<file path="config.mk">
export PLATFORM = sky130hd
export DESIGN_NAME = keyword_token_lexer_flat
export DESIGN_NICKNAME = d
export VERILOG_FILES = /design/src/hdl/kwl_pkg.sv /design/src/hdl/kwl_char_if.sv /design/src/hdl/kwl_token_if.sv /design/src/hdl/kwl_scan.sv /design/src/hdl/kwl_fifo.sv /design/src/hdl/keyword_token_lexer.sv /design/src/flat_wrapper.sv
export SDC_FILE = /design/constraint.sdc
export NUM_CORES = 1
export LEC_CHECK = 0
export ABC_AREA = 0
export BUFFER_PORTS_ARGS = -buffer_cell sky130_fd_sc_hd__buf_2
export CAP_MARGIN = 20
export CORE_ASPECT_RATIO = 1.5
export CORE_MARGIN = 8
export CORE_UTILIZATION = 60
export CTS_CLUSTER_DIAMETER = 100
export DETAILED_ROUTE_END_ITERATION = 10
export PLACE_DENSITY = 0.84
export SYNTH_ARGS = -nofsm -noshare
export SYNTH_HDL_FRONTEND = slang
export SYNTH_SLANG_ARGS = --single-unit
</file>
<file path="constraint.sdc">
create_clock -name clk -period 5.4 [get_ports clk]
set_clock_uncertainty 0.05 [all_clocks]
set_input_delay 0.54 -clock clk [delete_from_list [all_inputs] [get_ports clk]]
set_output_delay 0.54 -clock clk [all_outputs]
set_load 0.02 [all_outputs]
</file>
<file path="src/hdl/kwl_pkg.sv">
// ----------------------------------------------------------------------------
// kwl_pkg
// Shared widths, token kinds, token record and keyword lookup for the lexer.
// ----------------------------------------------------------------------------
package kwl_pkg;

  localparam int POSITION_BITS = 32;
  localparam int LENGTH_BITS   = 16;
  localparam int CHAR_W        = 8;
  localparam int KIND_W        = 5;
  localparam int START_W       = 32;
  localparam int LENGTH_W      = 16;
  localparam int PREFIX_BYTES  = 6;
  localparam int PREFIX_W      = PREFIX_BYTES * CHAR_W;

  typedef enum logic [KIND_W-1:0] {
    KIND_ARROW_SINGLE, KIND_ARROW_DOUBLE, KIND_AMPERSAND, KIND_FALSE, KIND_TRUE,
    KIND_BRACE_OPEN, KIND_BRACE_CLOSE, KIND_BREAK, KIND_COMMA, KIND_ELSE,
    KIND_ENUM, KIND_END, KIND_EQUALS, KIND_FN, KIND_FOR, KIND_GREATER_THAN,
    KIND_IF, KIND_INTEGER, KIND_LET, KIND_LOOP, KIND_MATCH, KIND_MINUS,
    KIND_NIL, KIND_PAREN_OPEN, KIND_PAREN_CLOSE, KIND_PERIOD, KIND_SEMICOLON,
    KIND_STAR, KIND_STRING, KIND_STRUCT, KIND_SYMBOL, KIND_ERROR
  } kind_t;

  typedef struct packed {
    kind_t                kind;
    logic [START_W-1:0]   start;
    logic [LENGTH_W-1:0]  length;
    logic                 last;
  } token_t;

  // tokens produced by one byte, first in order
  typedef struct packed {
    logic [1:0] count;
    token_t     first;
    token_t     second;
  } step_t;

  function automatic logic kw_is(input logic [PREFIX_W-1:0] prefix,
                                 input logic [LENGTH_BITS-1:0] len,
                                 input logic [PREFIX_W-1:0] word,
                                 input int unsigned chars);
    return (len == LENGTH_BITS'(chars)) && (prefix == word);
  endfunction

  function automatic kind_t kw_lookup(input logic [PREFIX_W-1:0] prefix,
                                      input logic [LENGTH_BITS-1:0] len,
                                      input logic overlong);
    kind_t k;
    k = KIND_SYMBOL;
    if (!overlong) begin
      if (kw_is(prefix, len, PREFIX_W'("break"), 5))  k = KIND_BREAK;
      if (kw_is(prefix, len, PREFIX_W'("else"), 4))   k = KIND_ELSE;
      if (kw_is(prefix, len, PREFIX_W'("enum"), 4))   k = KIND_ENUM;
      if (kw_is(prefix, len, PREFIX_W'("false"), 5))  k = KIND_FALSE;
      if (kw_is(prefix, len, PREFIX_W'("fn"), 2))     k = KIND_FN;
      if (kw_is(prefix, len, PREFIX_W'("for"), 3))    k = KIND_FOR;
      if (kw_is(prefix, len, PREFIX_W'("if"), 2))     k = KIND_IF;
      if (kw_is(prefix, len, PREFIX_W'("let"), 3))    k = KIND_LET;
      if (kw_is(prefix, len, PREFIX_W'("loop"), 4))   k = KIND_LOOP;
      if (kw_is(prefix, len, PREFIX_W'("match"), 5))  k = KIND_MATCH;
      if (kw_is(prefix, len, PREFIX_W'("nil"), 3))    k = KIND_NIL;
      if (kw_is(prefix, len, PREFIX_W'("struct"), 6)) k = KIND_STRUCT;
      if (kw_is(prefix, len, PREFIX_W'("true"), 4))   k = KIND_TRUE;
    end
    return k;
  endfunction

endpackage

</file>
<file path="src/hdl/kwl_char_if.sv">
// ----------------------------------------------------------------------------
// kwl_char_if
// Source byte channel: valid/ready handshake with one byte of payload.
// ----------------------------------------------------------------------------
interface kwl_char_if import kwl_pkg::*; ();
  logic              valid;
  logic              ready;
  logic [CHAR_W-1:0] char_in;

  modport source (output valid, output char_in, input ready);
  modport sink (input valid, input char_in, output ready);
endinterface

</file>
<file path="src/hdl/kwl_token_if.sv">
// ----------------------------------------------------------------------------
// kwl_token_if
// Token channel: valid/ready handshake carrying kind, start, length, last flag.
// ----------------------------------------------------------------------------
interface kwl_token_if import kwl_pkg::*; ();
  logic                valid;
  logic                ready;
  logic [KIND_W-1:0]   token_kind;
  logic [START_W-1:0]  token_start;
  logic [LENGTH_W-1:0] token_length;
  logic                last_of_run;

  modport source (output valid, output token_kind, output token_start,
                  output token_length, output last_of_run, input ready);
  modport sink (input valid, input token_kind, input token_start,
                input token_length, input last_of_run, output ready);
endinterface

</file>
<file path="src/hdl/kwl_scan.sv">
// ----------------------------------------------------------------------------
// kwl_scan
// Scanner state and the per-byte next-state and token logic.
// ----------------------------------------------------------------------------
module kwl_scan import kwl_pkg::*; (
  input  logic              clk,
  input  logic              rst,
  input  logic              take,
  input  logic [CHAR_W-1:0] c,
  output step_t             step
);

  typedef enum logic [2:0] {
    MODE_IDLE, MODE_INT, MODE_WORD, MODE_STR, MODE_ESC, MODE_MINUS, MODE_EQ
  } mode_t;

  localparam logic [CHAR_W-1:0] CH_NUL        = 8'h00;
  localparam logic [CHAR_W-1:0] CH_NEWLINE    = 8'h0A;
  localparam logic [CHAR_W-1:0] CH_SPACE      = 8'h20;
  localparam logic [CHAR_W-1:0] CH_AMP        = 8'h26;
  localparam logic [CHAR_W-1:0] CH_QUOTE      = 8'h27;
  localparam logic [CHAR_W-1:0] CH_LPAREN     = 8'h28;
  localparam logic [CHAR_W-1:0] CH_RPAREN     = 8'h29;
  localparam logic [CHAR_W-1:0] CH_STAR       = 8'h2A;
  localparam logic [CHAR_W-1:0] CH_COMMA      = 8'h2C;
  localparam logic [CHAR_W-1:0] CH_MINUS      = 8'h2D;
  localparam logic [CHAR_W-1:0] CH_PERIOD     = 8'h2E;
  localparam logic [CHAR_W-1:0] CH_ZERO       = 8'h30;
  localparam logic [CHAR_W-1:0] CH_NINE       = 8'h39;
  localparam logic [CHAR_W-1:0] CH_SEMI       = 8'h3B;
  localparam logic [CHAR_W-1:0] CH_EQUALS     = 8'h3D;
  localparam logic [CHAR_W-1:0] CH_GREATER    = 8'h3E;
  localparam logic [CHAR_W-1:0] CH_UPPER_A    = 8'h41;
  localparam logic [CHAR_W-1:0] CH_UPPER_Z    = 8'h5A;
  localparam logic [CHAR_W-1:0] CH_BACKSLASH  = 8'h5C;
  localparam logic [CHAR_W-1:0] CH_UNDERSCORE = 8'h5F;
  localparam logic [CHAR_W-1:0] CH_LOWER_A    = 8'h61;
  localparam logic [CHAR_W-1:0] CH_LOWER_Z    = 8'h7A;
  localparam logic [CHAR_W-1:0] CH_LBRACE     = 8'h7B;
  localparam logic [CHAR_W-1:0] CH_RBRACE     = 8'h7D;

  localparam logic [LENGTH_BITS-1:0] LEN_ZERO = '0;
  localparam logic [LENGTH_BITS-1:0] LEN_ONE  = LENGTH_BITS'(1);
  localparam logic [LENGTH_BITS-1:0] LEN_TWO  = LENGTH_BITS'(2);
  localparam logic [LENGTH_BITS-1:0] LEN_MAX  = '1;
  localparam logic [LENGTH_BITS-1:0] LEN_PREFIX = LENGTH_BITS'(PREFIX_BYTES);

  mode_t                    mode, mode_next;
  logic [PREFIX_W-1:0]      prefix, prefix_next;
  logic                     overlong, overlong_next;
  logic [POSITION_BITS-1:0] start, start_next;
  logic [LENGTH_BITS-1:0]   length, length_next;
  logic [POSITION_BITS-1:0] position, position_next;

  logic                     is_digit, is_word, rescan;
  logic [LENGTH_BITS-1:0]   len_inc;
  logic                     a_v, b_v;
  kind_t                    a_kind, b_kind;
  logic [POSITION_BITS-1:0] a_start, b_start;
  logic [LENGTH_BITS-1:0]   a_len, b_len;
  token_t                   tok_a, tok_b;

  always_comb begin
    is_digit = c inside {[CH_ZERO:CH_NINE]};
    is_word  = c inside {[CH_UPPER_A:CH_UPPER_Z], [CH_LOWER_A:CH_LOWER_Z], CH_UNDERSCORE};
    len_inc  = (length == LEN_MAX) ? LEN_MAX : length + LEN_ONE;

    mode_next     = mode;
    prefix_next   = prefix;
    overlong_next = overlong;
    start_next    = start;
    length_next   = length;
    rescan        = 1'b0;
    a_v           = 1'b0;
    a_kind        = KIND_ERROR;
    a_start       = start;
    a_len         = length;
    b_v           = 1'b0;
    b_kind        = KIND_ERROR;
    b_start       = position;
    b_len         = LEN_ONE;

    // finish or extend the pending token
    case (mode)
      MODE_INT: begin
        if (is_digit) begin
          length_next = len_inc;
        end else begin
          a_v    = 1'b1;
          a_kind = KIND_INTEGER;
          rescan = 1'b1;
        end
      end
      MODE_WORD: begin
        if (is_word) begin
          if (length >= LEN_PREFIX) begin
            overlong_next = 1'b1;
          end else begin
            prefix_next = {prefix[PREFIX_W-CHAR_W-1:0], c};
          end
          length_next = len_inc;
        end else begin
          a_v    = 1'b1;
          a_kind = kw_lookup(prefix, length, overlong);
          rescan = 1'b1;
        end
      end
      MODE_MINUS, MODE_EQ: begin
        a_v = 1'b1;
        if (c == CH_GREATER) begin
          a_kind    = (mode == MODE_MINUS) ? KIND_ARROW_SINGLE : KIND_ARROW_DOUBLE;
          a_len     = LEN_TWO;
          mode_next = MODE_IDLE;
        end else begin
          a_kind = (mode == MODE_MINUS) ? KIND_MINUS : KIND_EQUALS;
          a_len  = LEN_ONE;
          rescan = 1'b1;
        end
      end
      MODE_STR: begin
        if (c == CH_NUL) begin
          a_v    = 1'b1;
          a_kind = KIND_ERROR;
          rescan = 1'b1;
        end else begin
          length_next = len_inc;
          if (c == CH_QUOTE) begin
            a_v       = 1'b1;
            a_kind    = KIND_STRING;
            a_len     = len_inc;
            mode_next = MODE_IDLE;
          end else if (c == CH_BACKSLASH) begin
            mode_next = MODE_ESC;
          end
        end
      end
      MODE_ESC: begin
        if (c == CH_NUL) begin
          a_v    = 1'b1;
          a_kind = KIND_ERROR;
          rescan = 1'b1;
        end else begin
          length_next = len_inc;
          if (c == CH_ZERO) begin
            mode_next = MODE_STR;
          end else begin
            a_v       = 1'b1;
            a_kind    = KIND_ERROR;
            a_len     = len_inc;
            mode_next = MODE_IDLE;
          end
        end
      end
      default: begin
        rescan = 1'b1;
      end
    endcase

    // scan the byte from idle
    if (rescan) begin
      mode_next = MODE_IDLE;
      case (c)
        CH_SPACE, CH_NEWLINE: begin
        end
        CH_NUL: begin
          b_v    = 1'b1;
          b_kind = KIND_END;
          b_len  = LEN_ZERO;
        end
        CH_AMP:     begin b_v = 1'b1; b_kind = KIND_AMPERSAND;   end
        CH_LBRACE:  begin b_v = 1'b1; b_kind = KIND_BRACE_OPEN;  end
        CH_RBRACE:  begin b_v = 1'b1; b_kind = KIND_BRACE_CLOSE; end
        CH_COMMA:   begin b_v = 1'b1; b_kind = KIND_COMMA;       end
        CH_LPAREN:  begin b_v = 1'b1; b_kind = KIND_PAREN_OPEN;  end
        CH_RPAREN:  begin b_v = 1'b1; b_kind = KIND_PAREN_CLOSE; end
        CH_PERIOD:  begin b_v = 1'b1; b_kind = KIND_PERIOD;      end
        CH_SEMI:    begin b_v = 1'b1; b_kind = KIND_SEMICOLON;   end
        CH_STAR:    begin b_v = 1'b1; b_kind = KIND_STAR;        end
        default: begin
          if (c == CH_MINUS || c == CH_EQUALS || c == CH_QUOTE || is_digit || is_word) begin
            start_next    = position;
            length_next   = LEN_ONE;
            prefix_next   = '0;
            overlong_next = 1'b0;
            if (c == CH_MINUS) begin
              mode_next = MODE_MINUS;
            end else if (c == CH_EQUALS) begin
              mode_next = MODE_EQ;
            end else if (c == CH_QUOTE) begin
              mode_next = MODE_STR;
            end else if (is_digit) begin
              mode_next = MODE_INT;
            end else begin
              mode_next   = MODE_WORD;
              prefix_next = PREFIX_W'(c);
            end
          end else begin
            b_v    = 1'b1;
            b_kind = KIND_ERROR;
          end
        end
      endcase
    end

    // end of text clears everything
    if (c == CH_NUL) begin
      mode_next     = MODE_IDLE;
      prefix_next   = '0;
      overlong_next = 1'b0;
      start_next    = '0;
      length_next   = '0;
      position_next = '0;
    end else begin
      position_next = position + POSITION_BITS'(1);
    end

    tok_a.kind   = a_kind;
    tok_a.start  = START_W'(a_start);
    tok_a.length = LENGTH_W'(a_len);
    tok_a.last   = !b_v;
    tok_b.kind   = b_kind;
    tok_b.start  = START_W'(b_start);
    tok_b.length = LENGTH_W'(b_len);
    tok_b.last   = 1'b1;

    step.count  = {1'b0, a_v} + {1'b0, b_v};
    step.first  = a_v ? tok_a : tok_b;
    step.second = tok_b;
  end

  always_ff @(posedge clk) begin
    if (rst) begin
      mode     <= MODE_IDLE;
      prefix   <= '0;
      overlong <= 1'b0;
      start    <= '0;
      length   <= '0;
      position <= '0;
    end else if (take) begin
      mode     <= mode_next;
      prefix   <= prefix_next;
      overlong <= overlong_next;
      start    <= start_next;
      length   <= length_next;
      position <= position_next;
    end
  end

endmodule

</file>
<file path="src/hdl/kwl_fifo.sv">
// ----------------------------------------------------------------------------
// kwl_fifo
// Four-entry token queue: up to two writes per cycle, one read per cycle.
// ----------------------------------------------------------------------------
module kwl_fifo import kwl_pkg::*; (
  input  logic   clk,
  input  logic   rst,
  input  step_t  wr,
  input  logic   pop,
  output token_t head,
  output logic   not_empty,
  output logic   room
);

  localparam int DEPTH = 4;
  localparam int PTR_W = $clog2(DEPTH);
  localparam int CNT_W = PTR_W + 1;

  token_t             mem [DEPTH];
  logic [PTR_W-1:0]   wr_ptr, rd_ptr;
  logic [CNT_W-1:0]   count, count_next;
  logic               do_pop;

  assign head      = mem[rd_ptr];
  assign not_empty = (count != '0);
  assign room      = (count <= CNT_W'(DEPTH - 2));
  assign do_pop    = pop && not_empty;

  always_comb begin
    count_next = count + CNT_W'(wr.count) - CNT_W'(do_pop);
  end

  always_ff @(posedge clk) begin
    if (wr.count != 2'd0) begin
      mem[wr_ptr] <= wr.first;
    end
    if (wr.count == 2'd2) begin
      mem[wr_ptr + PTR_W'(1)] <= wr.second;
    end
  end

  always_ff @(posedge clk) begin
    if (rst) begin
      wr_ptr <= '0;
      rd_ptr <= '0;
      count  <= '0;
    end else begin
      wr_ptr <= wr_ptr + PTR_W'(wr.count);
      rd_ptr <= rd_ptr + PTR_W'(do_pop);
      count  <= count_next;
    end
  end

endmodule

</file>
<file path="src/hdl/keyword_token_lexer.sv">
// ----------------------------------------------------------------------------
// keyword_token_lexer
// Byte-serial lexer emitting keyword, symbol, integer, string and punctuator
// tokens as kind, start offset and length.
// ----------------------------------------------------------------------------
// One source byte is taken per clock cycle; each byte updates the scanner
// registers in the same cycle and pushes zero, one or two tokens into a
// four-entry token queue, whose head drives the token channel one transaction
// per cycle. Input is held off only while fewer than two queue entries are
// free, so a steady stream runs at one byte per cycle as long as the sink
// keeps up; a byte that closes one token and emits another queues two tokens
// that leave one at a time. Tokens pass through the registered queue first.
module keyword_token_lexer import kwl_pkg::*; (
  input logic        clk,
  input logic        rst,
  kwl_char_if.sink   chars,
  kwl_token_if.source tokens
);

  logic   take;
  step_t  step;
  token_t head;
  logic   not_empty;
  logic   room;

  assign chars.ready = room;
  assign take        = chars.valid && room;

  kwl_scan u_scan (
    .clk  (clk),
    .rst  (rst),
    .take (take),
    .c    (chars.char_in),
    .step (step)
  );

  step_t wr;
  always_comb begin
    wr       = step;
    wr.count = take ? step.count : 2'd0;
  end

  kwl_fifo u_fifo (
    .clk       (clk),
    .rst       (rst),
    .wr        (wr),
    .pop       (tokens.ready),
    .head      (head),
    .not_empty (not_empty),
    .room      (room)
  );

  assign tokens.valid        = not_empty;
  assign tokens.token_kind   = head.kind;
  assign tokens.token_start  = head.start;
  assign tokens.token_length = head.length;
  assign tokens.last_of_run  = head.last;

endmodule
</file>
<file path="src/flat_wrapper.sv">
// flat-port wrapper written by rule: the top's interface ports become plain ports
module keyword_token_lexer_flat import kwl_pkg::*;
  (clk, rst, chars_valid, chars_char_in, chars_ready, tokens_valid, tokens_token_kind, tokens_token_start, tokens_token_length, tokens_last_of_run, tokens_ready);
  kwl_char_if chars_i ();
  kwl_token_if tokens_i ();
  input logic clk;
  input logic rst;
  input wire logic [$bits(chars_i.valid)-1:0] chars_valid;
  input wire logic [$bits(chars_i.char_in)-1:0] chars_char_in;
  output wire logic [$bits(chars_i.ready)-1:0] chars_ready;
  output wire logic [$bits(tokens_i.valid)-1:0] tokens_valid;
  output wire logic [$bits(tokens_i.token_kind)-1:0] tokens_token_kind;
  output wire logic [$bits(tokens_i.token_start)-1:0] tokens_token_start;
  output wire logic [$bits(tokens_i.token_length)-1:0] tokens_token_length;
  output wire logic [$bits(tokens_i.last_of_run)-1:0] tokens_last_of_run;
  input wire logic [$bits(tokens_i.ready)-1:0] tokens_ready;
  assign chars_i.valid = chars_valid;
  assign chars_i.char_in = chars_char_in;
  assign chars_ready = chars_i.ready;
  assign tokens_valid = tokens_i.valid;
  assign tokens_token_kind = tokens_i.token_kind;
  assign tokens_token_start = tokens_i.token_start;
  assign tokens_token_length = tokens_i.token_length;
  assign tokens_last_of_run = tokens_i.last_of_run;
  assign tokens_i.ready = tokens_ready;
  keyword_token_lexer u_core (.clk(clk), .rst(rst), .chars(chars_i), .tokens(tokens_i));
endmodule
</file>
== Word level (Yosys, flattened, before mapping) ==
Memory sizes are Yosys's and may differ from the RTL's. A register that Yosys moved wholly into a read port is not among the register bits.
Cells that the tools add are included.
Widths: inputs -> output; s select.
Operators by class
  reduce and logical (&&, ||, !) cells: 37
  order comparisons: 8
  add/subtract/negate cells: 8
  equality and inequality tests: 47
  muxes and demuxes: 96
Operator list (number)
  $mux 48: 7
  $eq 48x31->1 const B: 4
  $mux 16: 11
  $mux 32: 5
  $eq 48x23->1 const B: 3
  $eq 48x39->1 const B: 3
  $eq 8x6->1 const B: 13
  $eq 48x15->1 const B: 2
  $pmux 16 s3: 2
  $mux 5: 18
  $mux 54: 1
  $pmux 5 s10: 1
  $eq 16x3->1 const B: 3
  $eq 48x47->1 const B: 1
  $add 32x1->32 const B: 1
  $eq 16x2->1 const B: 2
  $eq 8x7->1 const B: 4
  $mux 8: 4
  $mux 3: 9
  $mux 1: 24
  $pmux 5 s4: 1
  $logic_and 1x1->1: 18
  $add 16x1->16 const B: 1
  $eq 16x16->1 const B: 1
  other kinds (36): 57
Storage, ports and cells
  memories: 1
  memory bits (writable): 216
  input bits: 12
  output and inout bits: 56
  logic and storage cells: 206
  register bits: 139
Memory list
  u_core.u_fifo.mem: words 4, bits a word 54, rd ports 1, clocked after Yosys merged registers in 1, wr ports 2, line kwl_fifo.sv:19  | token_t mem [DEPTH];

== Logic depth before layout (Yosys ltp) ==
Gate-level depths: netlist (run 1).
  depth after elaboration: 19
  depth in mapped cells: 17
  mapped depth without buffers: 13

== Hierarchy ==
From an unflattened synthesis (run 1), not the netlist that was laid out.
Unflattened totals
  cell total of the unflattened synthesis: 1557
  area total of the unflattened synthesis: 18949.4 um2
By module, submodules not included
  kwl_fifo: times used 1, cells each 569, seq. area each 6626.4 um2, area an instance 11190.7 um2
  kwl_scan: times used 1, cells each 985, seq. area each 2642.5 um2, area an instance 7739.9 um2
  keyword_token_lexer: times used 1, cells each 3, seq. area each 0.0 um2, area an instance 18.8 um2

== Worst setup path before layout (run 1) ==
OpenSTA, ideal clock, no wires.
  path type: input -> register
  from: input port chars_char_in[0]
  to: memory u_core.u_fifo.mem[0][17] (netlist name) (enable)
  slack: 0.846 ns
  cell stages on the path: 13
  data required time: 4.957 ns
  data arrival time: 4.111 ns
  buffers on the path: 3
  setup time: 0.393 ns
  path through: buf_2 > or4_4 > or4_1 > o211ai_1 > o211a_4 > inv_4 > buf_4 > ha_1 > clkbuf_1 > o21ai_1 > nor3_1 > nor2_1 > inv_1
RTL lines
  start, declared: line flat_wrapper.sv:9  | input wire logic [$bits(chars_i.char_in)-1:0] chars_char_in;
  end, declared: line kwl_fifo.sv:19

==> results of run 1 <==
==> final cells by class <==
type                       count  area (um2)
fill                        2050        9480
multi-input combinational   1076        8000
inverter                      29         111
tap                          351         439
clock buffer                  50         972
clock inverter                10         120
timing repair buffer         108         781
sequential                   355        8630
==> kinds of logic after synthesis <==
group | count (synthesis) | synth area share [%]
compound gates | 471 | 20.7
xor+xnor | 34 | 1.72
fa+ha+maj | 14 | 1.06
buf+inv | 158 | 4.10
flops | 355 | 49.8
mux | 59 | 7.32
simple gates | 498 | 15.3
==> per-layer routing <==
metal  global-route usage (%)  wire length, um  vias to the layer above  part of all wire [%]
li1                         -                -                     6186                     -
met2                     49.0            24800                      738                    52
met4                     17.1             2750                        2                   5.8
met3                     3.94             3370                      198                   7.1
met5                        0               12                        -                 0.025
met1                     28.0            16500                     6788                    35
==> metrics by stage <==
step	cell area (um2)	utilization (%)	cells
after floorplan	17300	-	1589
after global placement	17900	62.7	1915
after detailed placement	17900	62.7	1915
after CTS	19000	66.5	1975
after global routing	19100	66.8	1979
final	19100	66.8	1979
==> worst paths after layout <==
| path | from | to | slack, ps | cells after the start |
|---|---|---|---|---|
| max | u_core.u_scan.mode[0]$_SDFFE_PP0P_ | u_core.u_fifo.mem[2][32]$_DFFE_PP_ | 360 | 10 |
| min | chars_char_in[1] | u_core.u_scan.prefix[1]$_SDFFE_PP0P_ | 310 | 2 |
| max reg2reg | u_core.u_scan.mode[0]$_SDFFE_PP0P_ | u_core.u_fifo.mem[2][32]$_DFFE_PP_ | 360 | 10 |
| min reg2reg | u_core.u_fifo.mem[1][11]$_SDFFE_PP0P_ | u_core.u_fifo.mem[1][11]$_SDFFE_PP0P_ | 400 | 2 |
==> critical path, cell delays in order, from the launching register on <==
cell	delay (ps)
dfxtp_1	470
or3b_2	610
nand2_1	150
a32o_1	240
nor3_1	150
a2111oi_0	940
ha_1	410
o21ai_1	230
or2_2	400
o21ai_4	930
a22o_1	300
==> registers in the layout (all words and copies together), names as in the netlist, 2 cells and up <==
name	count
u_core.u_fifo.count	3
u_core.u_fifo.mem	216
u_core.u_fifo.rd_ptr	2
u_core.u_fifo.wr_ptr	2
u_core.u_scan.a_start	32
u_core.u_scan.b_start	32
u_core.u_scan.length	16
u_core.u_scan.mode	3
u_core.u_scan.prefix	48
==> cell usage in the layout, fill, tap and decap left out, types with 6 or more instances in the layout <==
cell | netlist | routed
nor2b_1 | 9 | 9
clkbuf_1 | 77 | 11
a311oi_1 | 6 | 6
and3_1 | 16 | 16
nand4b_1 | 9 | 9
ha_1 | 13 | 13
nor2_1 | 102 | 97
clkbuf_16 | 0 | 35
buf_12 | 0 | 8
o22ai_1 | 16 | 16
buf_4 | 7 | 30
buf_2 | 27 | 67
xnor2_1 | 11 | 11
or4_1 | 12 | 12
xor2_1 | 23 | 23
edfxtp_1 | 152 | 152
a22o_1 | 220 | 220
nand4_1 | 31 | 31
o21ai_0 | 93 | 93
nor4bb_1 | 9 | 9
dfxtp_1 | 203 | 201
inv_1 | 28 | 28
nor3_1 | 41 | 41
a31oi_1 | 6 | 6
nand2_1 | 129 | 129
nand3_1 | 37 | 37
nor4_1 | 18 | 18
a22oi_1 | 12 | 12
or3_1 | 20 | 20
o31ai_1 | 18 | 18
mux4_2 | 54 | 54
nand2b_1 | 10 | 10
and4_1 | 7 | 7
a21oi_1 | 41 | 41
==> power by group through the flow <==
stage | Clock [mW] | Combinational, mW | Sequential, mW
after global routing | 2.48 | 1.64 | 3.17
after floorplan | 0 | 1.10 | 3.11
after CTS | 2.37 | 1.48 | 3.19
final | 2.36 | 1.55 | 3.15
after global placement | 0 | 1.45 | 3.23
after detailed placement | 0 | 1.47 | 3.25
==> qor.yml, run 1 <==
floorplan:
  die-area_um2: 34700
  die_x_um: 155
  initial_core_util_pct: 60.7
  io_pins: 68
  core_um2: 28500
  die_h_um: 224
  num_rows: 76
grt:
  grtUsageTotal_pct: 26.7
  antenna_found_initial: 1
  grt.overflow.total: 0
  grt_pass1_vias: 13820
  grt_max_degree: 56
  grt_pass1_wl_mm: 73.7
logic_synthesis:
  synth.most_common_cell: "a22o_1"
  syn_inst: 1589
  yosysTopAreaCell: "edfxtp_1"
  syn_avg_cell_area_um2: 10.9
  synthArstFlopShare_pct: 0
  synth.area.top_cells: "edfxtp_1 (26%), dfxtp_1 (23%), a22o_1 (11%)"
  ys_types: 92
  synth_edf_count: 152
  ys_ff_latch: 355
  synth_top_area_share_pct: 26.4
  yosysSeqAreaShare_pct: 49.8
  synth_nets: 1615
  synth_commonest_cells: "a22o_1 (220), dfxtp_1 (203), edfxtp_1 (152)"
  synth_area_um2: 17300
  synth_top_flop_cell: "dfxtp_1"
  ys_warn_count: 0
placement:
  finalWeightedCongestion: 0.951
  port_buffers: 67
  post-place-ws_ps: 267
  hpwl_mm: 30.6
status:
  run_status: "finished clean"
clock_tree:
  htreeDepth: 2
  ctsHoldBuffers: 0
  clock-root-buffer: "clkbuf_16"
  cts_tree: "done"
  worstSkewPairLatency_ps: 530
  cts_buffers: 34
  cts_resized: 0
  clk_pin_slew_ps: 60
  post-cts-setup-buffers: 0
  clock_sinks: 355
  cts_buffer_depth: 3
drt:
  wl_mm: 47.4
  vias_per_cell: 7.03
  num_vias: 13912
  first_iter_violations: 1350
  drtAntennaViolNets: 0
  routedWlPerCell_um: 24.0
  firstDrtPassIters: 5
  drc_errors: 0
power:
  p_comb_share_pct: 22.0
  vdd_drop_max_mv: 0.230
  switching_power_mw: 2.11
  clkPwrFrac_pct: 33.4
  finalPower_mw: 7.06
  pwr-share-seq_pct: 44.6
  power.density_nw_per_um2: 370
  leakagePower_nw: 6.43
  switching_share_pct: 30.0
  p_int_mw: 4.94
timing:
  setup_slack_ps: 364
  fmaxAchievable_mhz: 199
  rsz0062_at_grt: "false"
  holdWs_ps: 307
  setup_viol: 0
  period_needed_ps: 5040
  slew_viol_final: 0
  tns_ps: 0
  slew-limit-headroom_pct: 18.9
  fin_crit_sh_pct: 93.3
  final-hold-violation-count: 0
  worst-slew-pin-transition_ps: 1210
critical_path:
  worstSetupStartpointType: "flip-flop"
  crit_arrival_ps: 5360
  endpoint_kind: "flip-flop"
  crit_required_ps: 5730
  worstPathMaxFanout: 33
  crit_type: "reg2reg"
layout:
  syn2layout_area_growth_pct: 10.1
  layout-drive-gt1-share_pct: 15.5
  n_antenna_cell: 0
  final_nets: 1630
job:
  drv_cap: 0
worst_hold_path:
  hold_path_class: "in2reg"
No activity file was read; power rests on OpenSTA's default activity.
==> run 2, diff against run 1 <==
--- a/config.mk
+++ b/config.mk
@@ -13,7 +13,8 @@
 export CORE_UTILIZATION = 60
 export CTS_CLUSTER_DIAMETER = 100
 export DETAILED_ROUTE_END_ITERATION = 10
-export PLACE_DENSITY = 0.84
+export PLACE_DENSITY = 0.86
+export REMOVE_ABC_BUFFERS = 1
 export SYNTH_ARGS = -nofsm -noshare
 export SYNTH_HDL_FRONTEND = slang
 export SYNTH_SLANG_ARGS = --single-unit
==> run 2 against run 1 <==
- total power decreased by 0.76%
- register-to-register slack better by 170 ps
- highest routed layer is now met4
- worst hold slack worse by 58 ps
- critical path depth stayed put
- largest power group unchanged
- clock power about the same
==> qor.yml, run 2 (synthesized netlist as in run 1, its figures left out) <==
status:
  run_status: "finished clean"
timing:
  setup_viol: 0
  slew_viol_final: 0
  fmaxAchievable_mhz: 205
  tns_ps: 0
  final-hold-violation-count: 0
  period_needed_ps: 4870
  slew-limit-headroom_pct: 24.0
  fin_crit_sh_pct: 90.2
  setup_slack_ps: 532
  worst-slew-pin-transition_ps: 1130
  rsz0062_at_grt: "false"
power:
  switching_power_mw: 2.08
  pwr-share-seq_pct: 44.7
  clkPwrFrac_pct: 33.4
  p_int_mw: 4.92
  vdd_drop_max_mv: 0.399
  switching_share_pct: 29.7
  leakagePower_nw: 6.37
  power.density_nw_per_um2: 370
  p_comb_share_pct: 21.9
clock_tree:
  clk_pin_slew_ps: 70
  cts_resized: 0
  post-cts-setup-buffers: 0
  worstSkewPairLatency_ps: 580
  clock-root-buffer: "clkbuf_16"
  ctsHoldBuffers: 0
  cts_buffer_depth: 3
  htreeDepth: 1
  clock_sinks: 355
  cts_buffers: 31
  cts_tree: "done"
critical_path:
  cp_num_buf_inv: 0
  crit_arrival_ps: 5260
  cp_cell_sequence: "or3b_2 > nand2_1 > a32o_1 > nor3_1 > a2111oi_0 > ha_1 > o21ai_1 > or2_2 > o21ai_4 > a22o_1"
  crit_required_ps: 5790
  crit_type: "reg2reg"
  cp_slowest_cell: "dfxtp_1"
  worstPathMaxFanout: 33
  crit_path_max_incr_delay_ps: 830
  worstSetupStartpointType: "flip-flop"
  critPathTopFamily: "compound AO/OA/AOI/OAI gates"
  endpoint_kind: "flip-flop"
layout:
  final_cell_mix: "a22o_1 (220), dfxtp_1 (201), edfxtp_1 (152), nand2_1 (129), nor2_1 (97)"
  finish.utilization_pct: 66.3
  n_antenna_cell: 0
  layout-drive-gt1-share_pct: 15.0
  design_area_um2: 18900
  largest_reg_flops: 216
  final_nets: 1615
  syn2layout_area_growth_pct: 9.32
  final_common_cell: "a22o_1"
  top_register: "u_core.u_fifo.mem"
  reg_top3: "u_core.u_fifo.mem x216, u_core.u_scan.prefix x48"
worst_hold_path:
  hold_path_class: "in2reg"
floorplan:
  die_x_um: 155
  io_pins: 68
  initial_core_util_pct: 60.7
  die_h_um: 224
  num_rows: 76
  die-area_um2: 34700
  core_um2: 28500
drt:
  num_vias: 13879
  vias_per_cell: 7.06
  drtAntennaViolNets: 0
  drc_errors: 0
  firstDrtPassIters: 6
  first_iter_violations: 1332
  routedWlPerCell_um: 24.2
  wl_mm: 47.5
grt:
  grt_max_degree: 56
  grtUsageTotal_pct: 27.0
  grt_pass1_wl_mm: 75.1
  grt_pass1_vias: 13991
  grt.overflow.total: 0
  antenna_found_initial: 0
placement:
  port_buffers: 67
  dpl-instance-area_um2: 17800
  post-place-ws_ps: 356
  hpwl_mm: 30.1
  finalWeightedCongestion: 1.01
job:
  drv_cap: 0
run 2: final cells by class:
| class | instances | area, um2 |
|---|---|---|
| sequential | 355 | 8630 |
| tap | 351 | 439 |
| multi-input combinational | 1076 | 8000 |
| clock inverter | 16 | 195 |
| inverter | 29 | 111 |
| clock buffer | 42 | 882 |
| timing repair buffer | 96 | 668 |
| fill | 2060 | 9600 |
run 2: stage by stage:
| step | std cells | hold WS, ps | total power [mW] |
|---|---|---|---|
| after detailed placement | 1905 | 388 | 4.69 |
| after global routing | 1965 | 238 | 7.24 |
| after floorplan | 1460 | 370 | 4.14 |
| final | 1965 | 249 | 7.00 |
| after global placement | 1905 | 378 | 4.66 |
| after CTS | 1963 | 227 | 6.99 |
run 2: worst paths after layout:
path,from,to,slack (ps),cells after the start
setup / recovery,u_core.u_scan.mode[0]$_SDFFE_PP0P_,u_core.u_fifo.mem[1][48]$_DFFE_PP_,530,10
hold / removal,chars_char_in[0],u_core.u_scan.prefix[0]$_SDFFE_PP0P_,250,2
setup reg to reg,u_core.u_scan.mode[0]$_SDFFE_PP0P_,u_core.u_fifo.mem[1][48]$_DFFE_PP_,530,10
hold reg to reg,u_core.u_fifo.mem[1][5]$_SDFFE_PP0P_,u_core.u_fifo.mem[1][5]$_SDFFE_PP0P_,400,2
run 2: routing by layer:
layer / global-route usage, % / part of all wire (%) / routed length, um / vias to the layer above
li1: - / - / - / 6172
met1: 28.3 / 34 / 16300 / 6784
met3: 3.80 / 6.4 / 3060 / 220
met4: 16.3 / 5.7 / 2690 / 0
met5: 0 / 0 / 0 / -
met2: 50.3 / 54 / 25500 / 703
run 2: power by group through the flow:
| stage | Sequential [mW] | Clock (mW) | Combinational (mW) |
|---|---|---|---|
| after floorplan | 3.20 | 0 | 0.944 |
| after detailed placement | 3.26 | 0 | 1.44 |
| after global placement | 3.25 | 0 | 1.42 |
| after global routing | 3.15 | 2.45 | 1.64 |
| after CTS | 3.20 | 2.33 | 1.45 |
| final | 3.13 | 2.34 | 1.54 |
==> run 3, diff against run 2 <==
--- a/config.mk
+++ b/config.mk
@@ -8,12 +8,15 @@
 export ABC_AREA = 0
 export BUFFER_PORTS_ARGS = -buffer_cell sky130_fd_sc_hd__buf_2
 export CAP_MARGIN = 20
+export CELL_PAD_IN_SITES_DETAIL_PLACEMENT = 1
+export CELL_PAD_IN_SITES_GLOBAL_PLACEMENT = 1
 export CORE_ASPECT_RATIO = 1.5
 export CORE_MARGIN = 8
-export CORE_UTILIZATION = 60
+export CORE_UTILIZATION = 50
 export CTS_CLUSTER_DIAMETER = 100
 export DETAILED_ROUTE_END_ITERATION = 10
-export PLACE_DENSITY = 0.86
+export MAX_ROUTING_LAYER = met4
+export PLACE_DENSITY = 0.88
 export REMOVE_ABC_BUFFERS = 1
 export SYNTH_ARGS = -nofsm -noshare
 export SYNTH_HDL_FRONTEND = slang
==> run 3 against run 2 <==
- register-to-register slack worse by 99 ps
- first-iteration DRC count is 2.5% higher
- global-route usage is 1.6 points higher
==> qor.yml, run 3 (synthesized netlist as in run 1, its figures left out) <==
critical_path:
  rr_worst_depth: 13
  cp_slowest_cell: "dfxtp_1"
  reg2reg_slack_ps: 430
  crit_arrival_ps: 5340
  worstPathMaxFanout: 24
  cp_cell_sequence: "inv_1 > nor3_1 > o211a_2 > nor3_1 > a2111oi_0 > buf_4 > ha_1 > o21ai_1 > or3_1 > buf_4 > nor2_2 > buf_12 > a22o_1"
  crit_path_max_incr_delay_ps: 600
  endpoint_kind: "flip-flop"
  crit_type: "reg2reg"
  crit_required_ps: 5770
  worstSetupStartpointType: "flip-flop"
power:
  leakagePower_nw: 6.51
  power.density_nw_per_um2: 381
  vdd_drop_max_mv: 0.338
layout:
  top_register: "u_core.u_fifo.mem"
  syn2layout_area_growth_pct: 11.5
  fillers: 3550
  final_nets: 1641
  reg_top3: "u_core.u_fifo.mem x216, u_core.u_scan.prefix x48"
  largest_reg_flops: 216
  seqCellArea_um2: 8640
  multi_input_comb_area_um2: 7990
  layout-drive-gt1-share_pct: 16.5
  final_common_cell: "a22o_1"
  final_cell_mix: "a22o_1 (220), dfxtp_1 (201), edfxtp_1 (152), nand2_1 (129), nor2_1 (97)"
  finish.utilization_pct: 56.5
timing:
  period_needed_ps: 4970
  worst-slew-pin-transition_ps: 1130
  setup_viol: 0
  final-hold-violation-count: 0
  tns_ps: 0
  slew-limit-headroom_pct: 24.4
  fin_crit_sh_pct: 92.0
  slew_viol_final: 0
  rsz0062_at_grt: "false"
  fmaxAchievable_mhz: 201
clock_tree:
  cts_buffers: 36
  htreeDepth: 2
  clock_sinks: 355
  clk_pin_slew_ps: 70
  cts_resized: 0
  clock-root-buffer: "clkbuf_16"
  ctsHoldBuffers: 0
  cts_tree: "done"
  cts_buffer_depth: 3
  worstSkewPairLatency_ps: 560
  post-cts-setup-buffers: 0
floorplan:
  die_x_um: 168
  core_um2: 34200
  initial_core_util_pct: 50.7
  num_rows: 83
  die_h_um: 244
  io_pins: 68
  die-area_um2: 41000
status:
  run_status: "finished clean"
grt:
  grt_pass1_vias: 15413
  grt.overflow.total: 0
  antenna_found_initial: 2
  grtUsageTotal_pct: 28.6
  grt_pass1_wl_mm: 89.7
  grt_max_degree: 56
drt:
  routedWlPerCell_um: 28.5
  vias_per_cell: 7.00
  drtAntennaViolNets: 0
  firstDrtPassIters: 5
  wl_mm: 59.0
  drc_errors: 0
  first_iter_violations: 1365
  num_vias: 14487
placement:
  hpwl_mm: 37.2
  finalWeightedCongestion: 0.992
  port_buffers: 67
worst_hold_path:
  hold_path_class: "reg2reg"
  hold_path_depth: 2
job:
  drv_cap: 0
-- run 3: worst max-delay path: cells and delay by family (launching register included) --
kind	cells	cell delay [ps]
flops	1	600
compound gates	4	1340
buf+inv	4	960
simple gates	4	1620
fa+ha+maj	1	230
-- run 3: routing by layer --
layer | up-vias | track usage [%] | part of all wire [%]
met2 | 692 | 51.7 | 54
met1 | 7360 | 29.3 | 35
li1 | 6220 | - | -
met5 | - | - | 0
met3 | 215 | 4.08 | 5.7
met4 | 0 | 16.0 | 5.4
-- run 3: power breakdown --
part / internal, mW / switching (mW) / total (mW)
combinational: 0.601 / 1.07 / 1.67
sequential: 3.01 / 0.179 / 3.19
clock: 1.40 / 1.10 / 2.50
-- run 3: cell type report --
cell class / count / share of cell area (%)
well taps: 425 / 2.76
flip-flops and latches: 355 / 44.7
diodes: 2 / 0.0259
inverters: 29 / 0.577
clock buffers: 49 / 5.13
clock inverters: 17 / 0.869
repair buffers: 117 / 4.52
multi-input cells: 1076 / 41.4
-- run 3: worst paths after layout --
check,end,from
min,u_core.u_fifo.mem[1][8]$_SDFFE_PP0P_,u_core.u_fifo.mem[1][8]$_SDFFE_PP0P_
max,u_core.u_fifo.mem[0][32]$_DFFE_PP_,u_core.u_scan.mode[1]$_SDFFE_PP0P_
max reg2reg,u_core.u_fifo.mem[0][32]$_DFFE_PP_,u_core.u_scan.mode[1]$_SDFFE_PP0P_
min reg2reg,u_core.u_fifo.mem[1][8]$_SDFFE_PP0P_,u_core.u_fifo.mem[1][8]$_SDFFE_PP0P_
-- run 3: per-stage QoR --
step           power (mW)  hold slack, ps  cells  instance area, um2  setup slack [ps]
3_3_place_gp         4.74             379   1995               18000               653
6_report             7.35             400   2070               19300               433
3_5_place_dp         4.80             392   1995               18000               469
5_1_grt              7.56             421   2070               19300               275
4_1_cts              7.28             364   2061               19200               551
2_1_floorplan        4.14             370   1460               16700               746
